`src/hdl/lams_pkg.sv`:
```
package lams_pkg;

  localparam int SENSOR_NUM = 6;
  localparam int READING_W  = 10;
  localparam int PULSE_W    = 9;
  localparam int DIST_W     = 8;
  localparam int COUNT_W    = 8;
  localparam int ECHO_W     = 20;
  localparam int OP_W       = 2;
  localparam int MOTOR_W    = 3;
  localparam int CLASS_W    = 2;
  localparam int PHASE_W    = 3;
  localparam int CFG_ADDR_W = 3;
  localparam int CFG_DATA_W = 10;

  // distance = (width / 2) / 29, so the limit test is width < 58 * (limit + 1)
  localparam int ECHO_DIV   = 58;
  localparam int ECHO_LIM_W = 15;

  localparam int IN_DATA_W  = SENSOR_NUM * READING_W + ECHO_W + 3 * COUNT_W;
  localparam int OUT_DATA_W = MOTOR_W + 1 + CLASS_W + OP_W;

  // event codes, also used for the awaiting field
  localparam logic [OP_W-1:0] OP_LINE   = 2'd0;
  localparam logic [OP_W-1:0] OP_PULSE  = 2'd1;
  localparam logic [OP_W-1:0] OP_ECHO   = 2'd2;
  localparam logic [OP_W-1:0] OP_COLOUR = 2'd3;

  localparam logic [PHASE_W-1:0] PH_LINE   = 3'd0;
  localparam logic [PHASE_W-1:0] PH_BACK   = 3'd1;
  localparam logic [PHASE_W-1:0] PH_TURN   = 3'd2;
  localparam logic [PHASE_W-1:0] PH_ECHO   = 3'd3;
  localparam logic [PHASE_W-1:0] PH_COLOUR = 3'd4;

  localparam logic [MOTOR_W-1:0] M_STOP  = 3'd0;
  localparam logic [MOTOR_W-1:0] M_FWD   = 3'd1;
  localparam logic [MOTOR_W-1:0] M_REV   = 3'd2;
  localparam logic [MOTOR_W-1:0] M_RIGHT = 3'd3;
  localparam logic [MOTOR_W-1:0] M_LEFT  = 3'd4;

  localparam logic [CLASS_W-1:0] CLR_NONE  = 2'd0;
  localparam logic [CLASS_W-1:0] CLR_RED   = 2'd1;
  localparam logic [CLASS_W-1:0] CLR_BLUE  = 2'd2;
  localparam logic [CLASS_W-1:0] CLR_GREEN = 2'd3;

  localparam logic [CFG_ADDR_W-1:0] REG_DARK_THR   = 3'd0;
  localparam logic [CFG_ADDR_W-1:0] REG_SHORT_BACK = 3'd1;
  localparam logic [CFG_ADDR_W-1:0] REG_TURN       = 3'd2;
  localparam logic [CFG_ADDR_W-1:0] REG_WIDE_TURN  = 3'd3;
  localparam logic [CFG_ADDR_W-1:0] REG_LONG_TURN  = 3'd4;
  localparam logic [CFG_ADDR_W-1:0] REG_OBST_CM    = 3'd5;
  localparam logic [CFG_ADDR_W-1:0] REG_GREEN_MIN  = 3'd6;
  localparam logic [CFG_ADDR_W-1:0] REG_RED_MAX    = 3'd7;

  localparam logic [READING_W-1:0] RST_DARK_THR   = 10'd650;
  localparam logic [PULSE_W-1:0]   RST_SHORT_BACK = 9'd20;
  localparam logic [PULSE_W-1:0]   RST_TURN       = 9'd84;
  localparam logic [PULSE_W-1:0]   RST_WIDE_TURN  = 9'd126;
  localparam logic [PULSE_W-1:0]   RST_LONG_TURN  = 9'd294;
  localparam logic [DIST_W-1:0]    RST_OBST_CM    = 8'd3;
  localparam logic [COUNT_W-1:0]   RST_GREEN_MIN  = 8'd100;
  localparam logic [COUNT_W-1:0]   RST_RED_MAX    = 8'd80;

  // dark masks, bit 0 is the leftmost sensor
  localparam logic [SENSOR_NUM-1:0] MASK_ALL    = 6'b111111;
  localparam logic [SENSOR_NUM-1:0] DARK_EDGE_1 = 6'b100001;
  localparam logic [SENSOR_NUM-1:0] DARK_EDGE_2 = 6'b110011;
  localparam logic [SENSOR_NUM-1:0] DARK_L1     = 6'b000001;
  localparam logic [SENSOR_NUM-1:0] DARK_L2     = 6'b000011;
  localparam logic [SENSOR_NUM-1:0] DARK_L3     = 6'b000111;
  localparam logic [SENSOR_NUM-1:0] DARK_L4     = 6'b001111;
  localparam logic [SENSOR_NUM-1:0] DARK_L5     = 6'b011111;

  // maneuver chosen by a line frame
  localparam int MAN_W = 2;
  localparam logic [MAN_W-1:0] MAN_DEFAULT  = 2'd0;
  localparam logic [MAN_W-1:0] MAN_ALL_DARK = 2'd1;
  localparam logic [MAN_W-1:0] MAN_EDGES    = 2'd2;
  localparam logic [MAN_W-1:0] MAN_LEFT     = 2'd3;

  typedef struct packed {
    logic             all_light;
    logic [MAN_W-1:0] kind;
  } frame_dec_t;

endpackage

```
`src/hdl/lams_frame_class.sv`:
```
module lams_frame_class (
  input  logic [lams_pkg::SENSOR_NUM-1:0][lams_pkg::READING_W-1:0] readings,
  input  logic [lams_pkg::READING_W-1:0]                           threshold,
  output lams_pkg::frame_dec_t                                     dec
);
  import lams_pkg::*;

  logic [SENSOR_NUM-1:0] dark;
  logic [SENSOR_NUM-1:0] light;
  logic                  clean;

  always_comb begin
    for (int i = 0; i < SENSOR_NUM; i++) begin
      dark[i]  = readings[i] > threshold;
      light[i] = readings[i] < threshold;
    end
  end

  // a reading equal to the threshold spoils the frame
  assign clean = (dark | light) == MASK_ALL;

  always_comb begin
    dec.all_light = light == MASK_ALL;
    priority if (clean && dark == MASK_ALL) begin
      dec.kind = MAN_ALL_DARK;
    end else if (clean && (dark == DARK_EDGE_1 || dark == DARK_EDGE_2)) begin
      dec.kind = MAN_EDGES;
    end else if (clean && (dark == DARK_L1 || dark == DARK_L2 || dark == DARK_L3 ||
                           dark == DARK_L4 || dark == DARK_L5)) begin
      dec.kind = MAN_LEFT;
    end else begin
      dec.kind = MAN_DEFAULT;
    end
  end

endmodule

```
`src/hdl/line_avoid_maneuver_sequencer_top.sv`:
```
// Channel  | Direction | tdata (lowest bit up)                        | tuser        | tlast
// ---------+-----------+----------------------------------------------+--------------+-----------
// in_      | slave     | sensor_a..f (10 each), echo_width_us (20),   | opcode       | -
//          |           | red_count, green_count, blue_count (8 each)  |              |
// out_     | master    | motor_cmd (3), servo_raised, colour_class    | colour_valid | cycle_done
//          |           | (2), awaiting (2)                            |              |
// cfg_     | write     | cfg_addr selects the register, cfg_wdata     | -            | -
//
// One item per clock while out_tready is high: each item is held in an input register,
// decided by shallow logic against the sequencer state, and its result is registered in
// the output register when the input stage advances.
// Reset (rst_n low at a clock edge) restores every configuration register to its default,
// sets the sequencer to wait for a line frame with the motor stopped, and empties both stages.
// With out_tready low the result holds, one more item waits in the input register, and
// in_tready then drops until the result is taken.
module line_avoid_maneuver_sequencer_top (
  input  logic                            clk,
  input  logic                            rst_n,
  // write port
  input  logic                            cfg_wr_en,
  input  logic [lams_pkg::CFG_ADDR_W-1:0] cfg_addr,
  input  logic [lams_pkg::CFG_DATA_W-1:0] cfg_wdata,
  // event items
  input  logic                            in_tvalid,
  output logic                            in_tready,
  // sensor_a..f, echo_width_us, red_count, green_count, blue_count
  input  logic [lams_pkg::IN_DATA_W-1:0]  in_tdata,
  // opcode
  input  logic [lams_pkg::OP_W-1:0]       in_tuser,
  // result items
  output logic                            out_tvalid,
  input  logic                            out_tready,
  // motor_cmd, servo_raised, colour_class, awaiting
  output logic [lams_pkg::OUT_DATA_W-1:0] out_tdata,
  // colour_valid
  output logic                            out_tuser,
  // cycle_done
  output logic                            out_tlast
);
  import lams_pkg::*;

  typedef struct packed {
    logic [PHASE_W-1:0] phase;
    logic [PULSE_W-1:0] pulse_cnt;
    logic [PULSE_W-1:0] target;
    logic               turn_left;
    logic [PULSE_W-1:0] turn_target;
    logic               after_obst;
    logic [MOTOR_W-1:0] motor;
    logic               servo;
  } seq_st_t;

  // configuration registers
  logic [READING_W-1:0] dark_thr_r;
  logic [PULSE_W-1:0]   short_back_r;
  logic [PULSE_W-1:0]   turn_r;
  logic [PULSE_W-1:0]   wide_turn_r;
  logic [PULSE_W-1:0]   long_turn_r;
  logic [DIST_W-1:0]    obst_cm_r;
  logic [COUNT_W-1:0]   green_min_r;
  logic [COUNT_W-1:0]   red_max_r;

  // input stage
  logic                 in_valid_r;
  logic [IN_DATA_W-1:0] in_data_r;
  logic [OP_W-1:0]      in_op_r;
  logic                 advance;

  // sequencer state
  seq_st_t st_r;
  seq_st_t st_nxt;

  // output stage
  logic                  out_valid_r;
  logic [OUT_DATA_W-1:0] out_data_r;
  logic                  out_cvalid_r;
  logic                  out_done_r;

  // unpacked fields of the held item
  logic [SENSOR_NUM-1:0][READING_W-1:0] readings;
  logic [ECHO_W-1:0]                    echo_w;
  logic [COUNT_W-1:0]                   red_c;
  logic [COUNT_W-1:0]                   green_c;
  logic [COUNT_W-1:0]                   blue_c;
  frame_dec_t                           frame_dec;

  // per-item decision values
  logic [DIST_W:0]       obst_p1;
  logic [ECHO_LIM_W-1:0] echo_lim;
  logic                  obstacle;
  logic [CLASS_W-1:0]    colour;
  logic [PULSE_W-1:0]    pulse_inc;
  logic [CLASS_W-1:0]    class_nxt;
  logic                  cvalid_nxt;
  logic                  done_nxt;
  logic [OP_W-1:0]       await_nxt;

  // maneuver launch
  logic                  do_man;
  logic [PULSE_W-1:0]    man_back;
  logic                  man_left;
  logic [PULSE_W-1:0]    man_turn;
  logic                  man_obst;
  logic                  start_turn;
  logic                  end_turn;
  logic                  finish;

  // ---------------------------------------------------------------------------
  // Handshake: take a new item whenever the input stage is empty or moves on
  // ---------------------------------------------------------------------------
  assign advance   = in_valid_r && (!out_valid_r || out_tready);
  assign in_tready = !in_valid_r || advance;

  always_ff @(posedge clk) begin
    if (!rst_n) begin
      in_valid_r <= 1'b0;
    end else if (in_tvalid && in_tready) begin
      in_valid_r <= 1'b1;
    end else if (advance) begin
      in_valid_r <= 1'b0;
    end
  end

  always_ff @(posedge clk) begin
    if (in_tvalid && in_tready) begin
      in_data_r <= in_tdata;
      in_op_r   <= in_tuser;
    end
  end

  // ---------------------------------------------------------------------------
  // Configuration writes
  // ---------------------------------------------------------------------------
  always_ff @(posedge clk) begin
    if (!rst_n) begin
      dark_thr_r   <= RST_DARK_THR;
      short_back_r <= RST_SHORT_BACK;
      turn_r       <= RST_TURN;
      wide_turn_r  <= RST_WIDE_TURN;
      long_turn_r  <= RST_LONG_TURN;
      obst_cm_r    <= RST_OBST_CM;
      green_min_r  <= RST_GREEN_MIN;
      red_max_r    <= RST_RED_MAX;
    end else if (cfg_wr_en) begin
      unique case (cfg_addr)
        REG_DARK_THR:   dark_thr_r   <= cfg_wdata[READING_W-1:0];
        REG_SHORT_BACK: short_back_r <= cfg_wdata[PULSE_W-1:0];
        REG_TURN:       turn_r       <= cfg_wdata[PULSE_W-1:0];
        REG_WIDE_TURN:  wide_turn_r  <= cfg_wdata[PULSE_W-1:0];
        REG_LONG_TURN:  long_turn_r  <= cfg_wdata[PULSE_W-1:0];
        REG_OBST_CM:    obst_cm_r    <= cfg_wdata[DIST_W-1:0];
        REG_GREEN_MIN:  green_min_r  <= cfg_wdata[COUNT_W-1:0];
        REG_RED_MAX:    red_max_r    <= cfg_wdata[COUNT_W-1:0];
        default:        dark_thr_r   <= dark_thr_r;
      endcase
    end
  end

  // ---------------------------------------------------------------------------
  // Field unpacking and line frame classification
  // ---------------------------------------------------------------------------
  for (genvar i = 0; i < SENSOR_NUM; i++) begin : g_read
    assign readings[i] = in_data_r[i*READING_W +: READING_W];
  end

  assign echo_w  = in_data_r[SENSOR_NUM*READING_W +: ECHO_W];
  assign red_c   = in_data_r[SENSOR_NUM*READING_W + ECHO_W +: COUNT_W];
  assign green_c = in_data_r[SENSOR_NUM*READING_W + ECHO_W + COUNT_W +: COUNT_W];
  assign blue_c  = in_data_r[SENSOR_NUM*READING_W + ECHO_W + 2*COUNT_W +: COUNT_W];

  lams_frame_class u_frame_class (
    .readings  (readings),
    .threshold (dark_thr_r),
    .dec       (frame_dec)
  );

  // Obstacle when width/58 <= limit, i.e. width < 58 * (limit + 1): no divider needed
  assign obst_p1  = {1'b0, obst_cm_r} + (DIST_W+1)'(1);
  assign echo_lim = ECHO_LIM_W'(ECHO_LIM_W'(obst_p1) * ECHO_LIM_W'(ECHO_DIV));
  assign obstacle = echo_w < ECHO_W'(echo_lim);

  // Colour class: red first, then blue, then green; when no strict test holds the class is none
  always_comb begin
    priority if (red_c < blue_c && green_c > green_min_r && red_c < red_max_r) begin
      colour = CLR_RED;
    end else if (blue_c < red_c && blue_c < green_c) begin
      colour = CLR_BLUE;
    end else if (green_c < red_c && green_c < blue_c) begin
      colour = CLR_GREEN;
    end else begin
      colour = CLR_NONE;
    end
  end

  assign pulse_inc = st_r.pulse_cnt + PULSE_W'(1);

  // ---------------------------------------------------------------------------
  // Next state. Steps run in order within one item: a maneuver may start its
  // turn at once, and a turn may end at once, when a pulse target is zero.
  // ---------------------------------------------------------------------------
  always_comb begin
    st_nxt     = st_r;
    class_nxt  = CLR_NONE;
    cvalid_nxt = 1'b0;
    do_man     = 1'b0;
    man_back   = short_back_r;
    man_left   = 1'b0;
    man_turn   = turn_r;
    man_obst   = 1'b0;
    start_turn = 1'b0;
    end_turn   = 1'b0;
    finish     = 1'b0;

    if (in_op_r == OP_LINE && st_r.phase == PH_LINE) begin
      st_nxt.motor = M_FWD;
      st_nxt.servo = 1'b0;
      if (frame_dec.all_light) begin
        st_nxt.pulse_cnt = '0;
        st_nxt.phase     = PH_ECHO;
      end else begin
        do_man = 1'b1;
        unique case (frame_dec.kind)
          MAN_ALL_DARK: begin
            man_turn = wide_turn_r;
          end
          MAN_EDGES: begin
            man_back = turn_r;
            man_turn = long_turn_r;
          end
          MAN_LEFT: begin
            man_left = 1'b1;
          end
          default: begin
            man_turn = turn_r;
          end
        endcase
      end
    end else if (in_op_r == OP_PULSE &&
                 (st_r.phase == PH_BACK || st_r.phase == PH_TURN)) begin
      st_nxt.pulse_cnt = pulse_inc;
      if (pulse_inc >= st_r.target) begin
        if (st_r.phase == PH_BACK) begin
          st_nxt.motor = M_STOP;
          start_turn   = 1'b1;
        end else begin
          end_turn = 1'b1;
        end
      end
    end else if (in_op_r == OP_ECHO && st_r.phase == PH_ECHO) begin
      if (obstacle) begin
        st_nxt.motor = M_STOP;
        st_nxt.servo = 1'b1;
        st_nxt.phase = PH_COLOUR;
      end else begin
        finish = 1'b1;
      end
    end else if (in_op_r == OP_COLOUR && st_r.phase == PH_COLOUR) begin
      class_nxt    = colour;
      cvalid_nxt   = 1'b1;
      st_nxt.servo = 1'b0;
      do_man       = 1'b1;
      man_left     = 1'b1;
      man_obst     = 1'b1;
    end

    // launch the reverse phase
    if (do_man) begin
      st_nxt.turn_left   = man_left;
      st_nxt.turn_target = man_turn;
      st_nxt.after_obst  = man_obst;
      st_nxt.pulse_cnt   = '0;
      st_nxt.target      = man_back;
      st_nxt.motor       = M_REV;
      st_nxt.phase       = PH_BACK;
      if (man_back == '0) begin
        st_nxt.motor = M_STOP;
        start_turn   = 1'b1;
      end
    end

    // launch the spin phase
    if (start_turn) begin
      st_nxt.pulse_cnt = '0;
      st_nxt.target    = st_nxt.turn_target;
      st_nxt.motor     = st_nxt.turn_left ? M_LEFT : M_RIGHT;
      st_nxt.phase     = PH_TURN;
      if (st_nxt.turn_target == '0) begin
        end_turn = 1'b1;
      end
    end

    // spin over: go on to the echo, or close the pass after an obstacle
    if (end_turn) begin
      st_nxt.motor = M_STOP;
      if (st_nxt.after_obst) begin
        finish = 1'b1;
      end else begin
        st_nxt.phase = PH_ECHO;
      end
    end

    if (finish) begin
      st_nxt.phase      = PH_LINE;
      st_nxt.motor      = M_FWD;
      st_nxt.servo      = 1'b0;
      st_nxt.after_obst = 1'b0;
      st_nxt.pulse_cnt  = '0;
      st_nxt.target     = '0;
    end
    done_nxt = finish;
  end

  always_comb begin
    unique case (st_nxt.phase)
      PH_BACK, PH_TURN: await_nxt = OP_PULSE;
      PH_ECHO:          await_nxt = OP_ECHO;
      PH_COLOUR:        await_nxt = OP_COLOUR;
      default:          await_nxt = OP_LINE;
    endcase
  end

  // ---------------------------------------------------------------------------
  // State and result registers: advance together, so the next item sees the
  // state that this one leaves
  // ---------------------------------------------------------------------------
  always_ff @(posedge clk) begin
    if (!rst_n) begin
      st_r.phase       <= PH_LINE;
      st_r.pulse_cnt   <= '0;
      st_r.target      <= '0;
      st_r.turn_left   <= 1'b0;
      st_r.turn_target <= '0;
      st_r.after_obst  <= 1'b0;
      st_r.motor       <= M_STOP;
      st_r.servo       <= 1'b0;
      out_valid_r      <= 1'b0;
    end else begin
      if (advance) begin
        st_r        <= st_nxt;
        out_valid_r <= 1'b1;
      end else if (out_tready) begin
        out_valid_r <= 1'b0;
      end
    end
  end

  always_ff @(posedge clk) begin
    if (advance) begin
      out_data_r   <= {await_nxt, class_nxt, st_nxt.servo, st_nxt.motor};
      out_cvalid_r <= cvalid_nxt;
      out_done_r   <= done_nxt;
    end
  end

  assign out_tvalid = out_valid_r;
  assign out_tdata  = out_data_r;
  assign out_tuser  = out_cvalid_r;
  assign out_tlast  = out_done_r;

  // ---------------------------------------------------------------------------
  // Checks
  // ---------------------------------------------------------------------------
  a_done_forward: assert property (@(posedge clk) disable iff (!rst_n)
    out_valid_r && out_done_r |->
      out_data_r[MOTOR_W-1:0] == M_FWD &&
      out_data_r[OUT_DATA_W-1 -: OP_W] == OP_LINE && !out_data_r[MOTOR_W])
    else $error("pass end without forward motion and a line wait");

  a_class_gated: assert property (@(posedge clk) disable iff (!rst_n)
    out_valid_r && !out_cvalid_r |-> out_data_r[MOTOR_W+1 +: CLASS_W] == CLR_NONE)
    else $error("colour class shown without colour_valid");

  a_pulse_below: assert property (@(posedge clk) disable iff (!rst_n)
    st_r.phase == PH_BACK || st_r.phase == PH_TURN |-> st_r.pulse_cnt < st_r.target)
    else $error("maneuver phase outlived its pulse target");

  a_servo_colour: assert property (@(posedge clk) disable iff (!rst_n)
    st_r.servo |-> st_r.phase == PH_COLOUR)
    else $error("servo raised outside the colour wait");

  a_ready_empty: assert property (@(posedge clk) disable iff (!rst_n)
    !in_valid_r |-> in_tready)
    else $error("input stage empty but not ready");

endmodule
```
`config.mk`:
```
export PLATFORM = sky130hd
export DESIGN_NAME = line_avoid_maneuver_sequencer_top
export DESIGN_NICKNAME = d
export VERILOG_FILES = /design/src/hdl/lams_pkg.sv /design/src/hdl/lams_frame_class.sv /design/src/hdl/line_avoid_maneuver_sequencer_top.sv
export SDC_FILE = /design/constraint.sdc
export NUM_CORES = 1
export LEC_CHECK = 0
export BUFFER_PORTS_ARGS = -buffer_cell sky130_fd_sc_hd__buf_2
export CORE_MARGIN = 2
export CORE_UTILIZATION = 45
export DETAILED_ROUTE_END_ITERATION = 10
export HOLD_SLACK_MARGIN = 0.02
export REMOVE_ABC_BUFFERS = 1
export SYNTH_ARGS = -nofsm -noshare
export SYNTH_HDL_FRONTEND = slang
export SYNTH_SLANG_ARGS = --single-unit
```
`constraint.sdc`:
```
create_clock -name clk -period 8.7 [get_ports clk]
set_input_delay 1.305 -clock clk [delete_from_list [all_inputs] [get_ports clk]]
set_output_delay 1.305 -clock clk [all_outputs]
set_load 0.05 [all_outputs]
```
==> results.md <==
- The number of flops mapped to enable cells by yosys is 115.
- Across every metal layer, demand over resource in global routing totals 19.80%.
- The post-synthesis cell count is 1273.
- The initial cell density of the core is 45.67%.
- The synthesized area per cell is 9.939 sq um.
- The register-to-register setup slack is 1600 ps.
- Setup repair after global routing left no endpoint under its margin.
- The total inserted antenna cells is 0.
- The die is 171.7 um tall.
- For this run, design rule violations remaining after detail routing come to 0.
- Derived from the worst setup path, the maximum achievable clock frequency is 140.8 MHz.
- The area share of the largest cell type after synthesis is 27.29%.
- In this run the critical register-to-register path is captured at st_r[31].
- The maximum resistive drop on vdd is 0.1615 mV.
- The final period demand of the worst path is 7102 ps.
- The clock passes through at most 3 buffers.
- The via count of the first global-routing pass is 8987.
- The total via count after detailed routing is 9450.
- The startpoint identified for the worst register-to-register timing path is obst_cm_r[0].
- Summed over all layers, the routed wires come to 28610 um.
- Routability-driven placement finished with a final weighted congestion of 0.8262.
- The worst-case headroom to the max-slew limit is 28.21%.
- The number of buffers added on ports is 134.
- The worst min-delay path endpoint is st_r[2].
- The worst path uses 81.63% of the clock period.
- Among all stages on the critical path, the largest delay is contributed by o211ai_1.
- The maximum level of the CTS H-tree is 1.
- In the final layout, the share of cells above drive strength 1 is 14.27%.
- The worst path required time is 9130 ps.
- The number of antenna violations at the first check in global routing is 0.
- The number of hold-repair buffers added at the cts stage is 0.
- After the last flow step, the layout net total stands at 1685.
- The library cell with the largest summed area after synthesis is edfxtp_1.
- Gates resized during post-CTS repair numbered 0.
- Counting distinct cell types in the post-synthesis netlist gives 77.
- The part of the Yosys area used for sequential elements is 44.38%.
- At the later pin of the worst-skew pair, clock insertion delay measures 540 ps.
- STA classifies the critical path startpoint as a flop.
- The highest net fanout along the worst path is 9.
- The number of top-level pins is 136.
- Sorting the synthesized cells by how often they occur yields 186 x nand2_1, 152 x ha_1, 115 x edfxtp_1, 108 x dfxtp_1, 97 x inv_1.
- The proportion of register bits with asynchronous set or reset after synthesis is 0%.
- For this run, the number of Yosys warnings is 0.
- The total power per unit cell area is 177.8 nW/um^2.
- The synthesis-to-layout area growth is 15.00%.
- The number of iterations in the first detailed-routing pass is 5.
- Detailed placement ended at an HPWL of 21200 um.
- In this run, the number of DRC markers left after iteration 0 of detailed routing was 576.
- The tightest hold path in the finished design has a slack of 461.4 ps.
- The count of standard-cell rows is 61.
- The clock net in this run drives a total of 223 sinks.
- The post-CTS repair timing setup buffer count is 0.
- The slew at the pin closest to its max-slew limit is 1069 ps.
- Data arrives at the worst endpoint at 7530 ps.
- The final hold violation count came to 0.
- The depth of the worst register-to-register path is 30.
- The element type at the critical path end is a flop.
- After detailed routing, the number of vias per cell comes to 5.247.
- The number of setup violations in the final report is 0.
- The primary flip-flop cell chosen by synthesis mapping is edfxtp_1.
- In this run the worst hold path is classified as reg -> reg.
- TritonCTS created 26 clock buffers.
- Entering global routing, the biggest net connects 104 pins.
- The number of max-capacitance violations reported is 0.
- The kind of critical path is reg -> reg.
- CTS placed an instance of clkbuf_16 at the clock tree root.
- The final clock skew is 15.52 ps.
- The leakage power total is 6.345 nW.
- The die covers 29470 sq um.
- The flow ran to the end, and the final reports show no timing, DRC or antenna violations.
- The detail route stage leaves a number of antenna-violating nets equal to 0.
- The die boundary width is 171.7 um.
- The TritonCTS clock tree is done.
- The area of the core is 27710 sq um.
- The number of pins exceeding their max-slew limit in the final report is 0.
- nand2_1 is the most common cell in the netlist.
- Along the worst hold path, the cell count comes to 2.
- The post-synthesis cell area is 12650 sq um.
- The largest single stage delay on the critical path is 570 ps.
- For this run the aggregate overflow at the end of global routing stands at 0.
- The total of flip-flops plus latches after synthesis is 223.
- Clock-pin slew was measured on the worst setup and hold paths at 60 ps.
- The average wire per cell in the routed design is 15.89 um.
- The critical hold path startpoint is st_r[2].
- Sorting the synthesized cells by area gives the leading types as edfxtp_1 27%, dfxtp_1 17%, ha_1 15%.
- The first global-routing pass estimated 46670 um of wire.
- The summed negative setup slack over all endpoints is 0 ps.
## registers in the layout (all words and copies together), names as in the netlist
signal	count
short_back_r	9
out_tdata	8
long_turn_r	9
in_valid_r	1
wide_turn_r	9
out_tlast	1
green_min_r	8
red_max_r	8
turn_r	9
out_tuser	1
out_tvalid	1
in_data_r	103
obst_cm_r	8
dark_thr_r	10
in_op_r	2
st_r	36
## worst max-delay path by stage
stage / from / end / slack [ps] / cells past startpoint
global route: obst_cm_r[0] / st_r[26] / 890 / 31
CTS: obst_cm_r[0] / st_r[31] / 1490 / 30
global placement: obst_cm_r[0] / st_r[25] / 1690 / 29
detailed placement: obst_cm_r[0] / st_r[31] / 1520 / 30
floorplan: obst_cm_r[0] / st_r[15] / 2470 / 29
finish: obst_cm_r[0] / st_r[31] / 1600 / 30
## metal layers
metal  track usage (%)  share of wire [%]  vias up
met5                 0                  0        -
met4             4.974                2.3        0
met3             2.485                3.7       42
met2             32.46                 46      175
met1             27.76                 48     4360
li1                  -                  -     4873
## cells in the final DEF (no fill, tap or decap), types with 13 or more instances in the layout
| master | Yosys | layout |
|---|---|---|
| a211oi_1 | 15 | 14 |
| a21boi_0 | 47 | 47 |
| a21oi_1 | 57 | 57 |
| buf_2 | 2 | 134 |
| clkbuf_16 | 0 | 27 |
| dfxtp_1 | 108 | 108 |
| edfxtp_1 | 115 | 115 |
| ha_1 | 152 | 152 |
| inv_1 | 97 | 97 |
| nand2_1 | 186 | 186 |
| nand2b_1 | 21 | 21 |
| nand3_1 | 40 | 40 |
| nand4_1 | 22 | 22 |
| nor2_1 | 57 | 57 |
| nor2b_1 | 18 | 18 |
| nor3_1 | 21 | 21 |
| o211a_1 | 19 | 19 |
| o211ai_1 | 14 | 14 |
| o21ai_0 | 51 | 51 |
| xnor2_1 | 21 | 21 |
| xor2_1 | 13 | 13 |
## per-stage QoR
| stage | instances | cell area (sq um) | utilization, % | setup WS [ps] | power [mW] |
|---|---|---|---|---|---|
| after floorplan | 1235 | 12490 | - | 2467 | 1.418 |
| after detailed placement | 1753 | 13680 | 49.39 | 1523 | 1.533 |
| after global placement | 1753 | 13680 | 49.39 | 1688 | 1.523 |
| after CTS | 1801 | 14550 | 52.52 | 1495 | 2.620 |
| final | 1801 | 14550 | 52.52 | 1598 | 2.586 |
| after global routing | 1801 | 14550 | 52.52 | 886.5 | 2.706 |
## critical path, delay by kind of cell, from the launching register on
kind | cells | cell delay [ps]
xor+xnor | 4 | 1020
fa+ha+maj | 5 | 1530
simple gates | 4 | 970
flops | 1 | 490
buf+inv | 4 | 310
compound gates | 13 | 2670
## cells by family (layout without fill, tap and decap cells)
group / after synthesis / after routing / share of synthesized area, %
fa+ha+maj: 159 / 159 / 16.06
mux: 12 / 12 / 0.9494
compound gates: 298 / 298 / 16.62
xor+xnor: 34 / 34 / 2.354
flops: 223 / 223 / 44.38
simple gates: 411 / 411 / 15.43
buf+inv: 136 / 286 / 4.203
## layout make-up
type                       instances  area (sq um)
inverter                          98         367.9
sequential                       223          5615
timing repair buffer             140         715.7
clock inverter                    14         123.9
clock buffer                      34         742.0
tap                              378         473.0
fill                            2539         13160
multi-input combinational        914          6513
## report_power, final
part	switching (mW)	internal [mW]
combinational	0.195	0.134
sequential	0.0238	1.16
clock	0.443	0.634
total	0.662	1.92
Power figures use the tool's default switching activity.
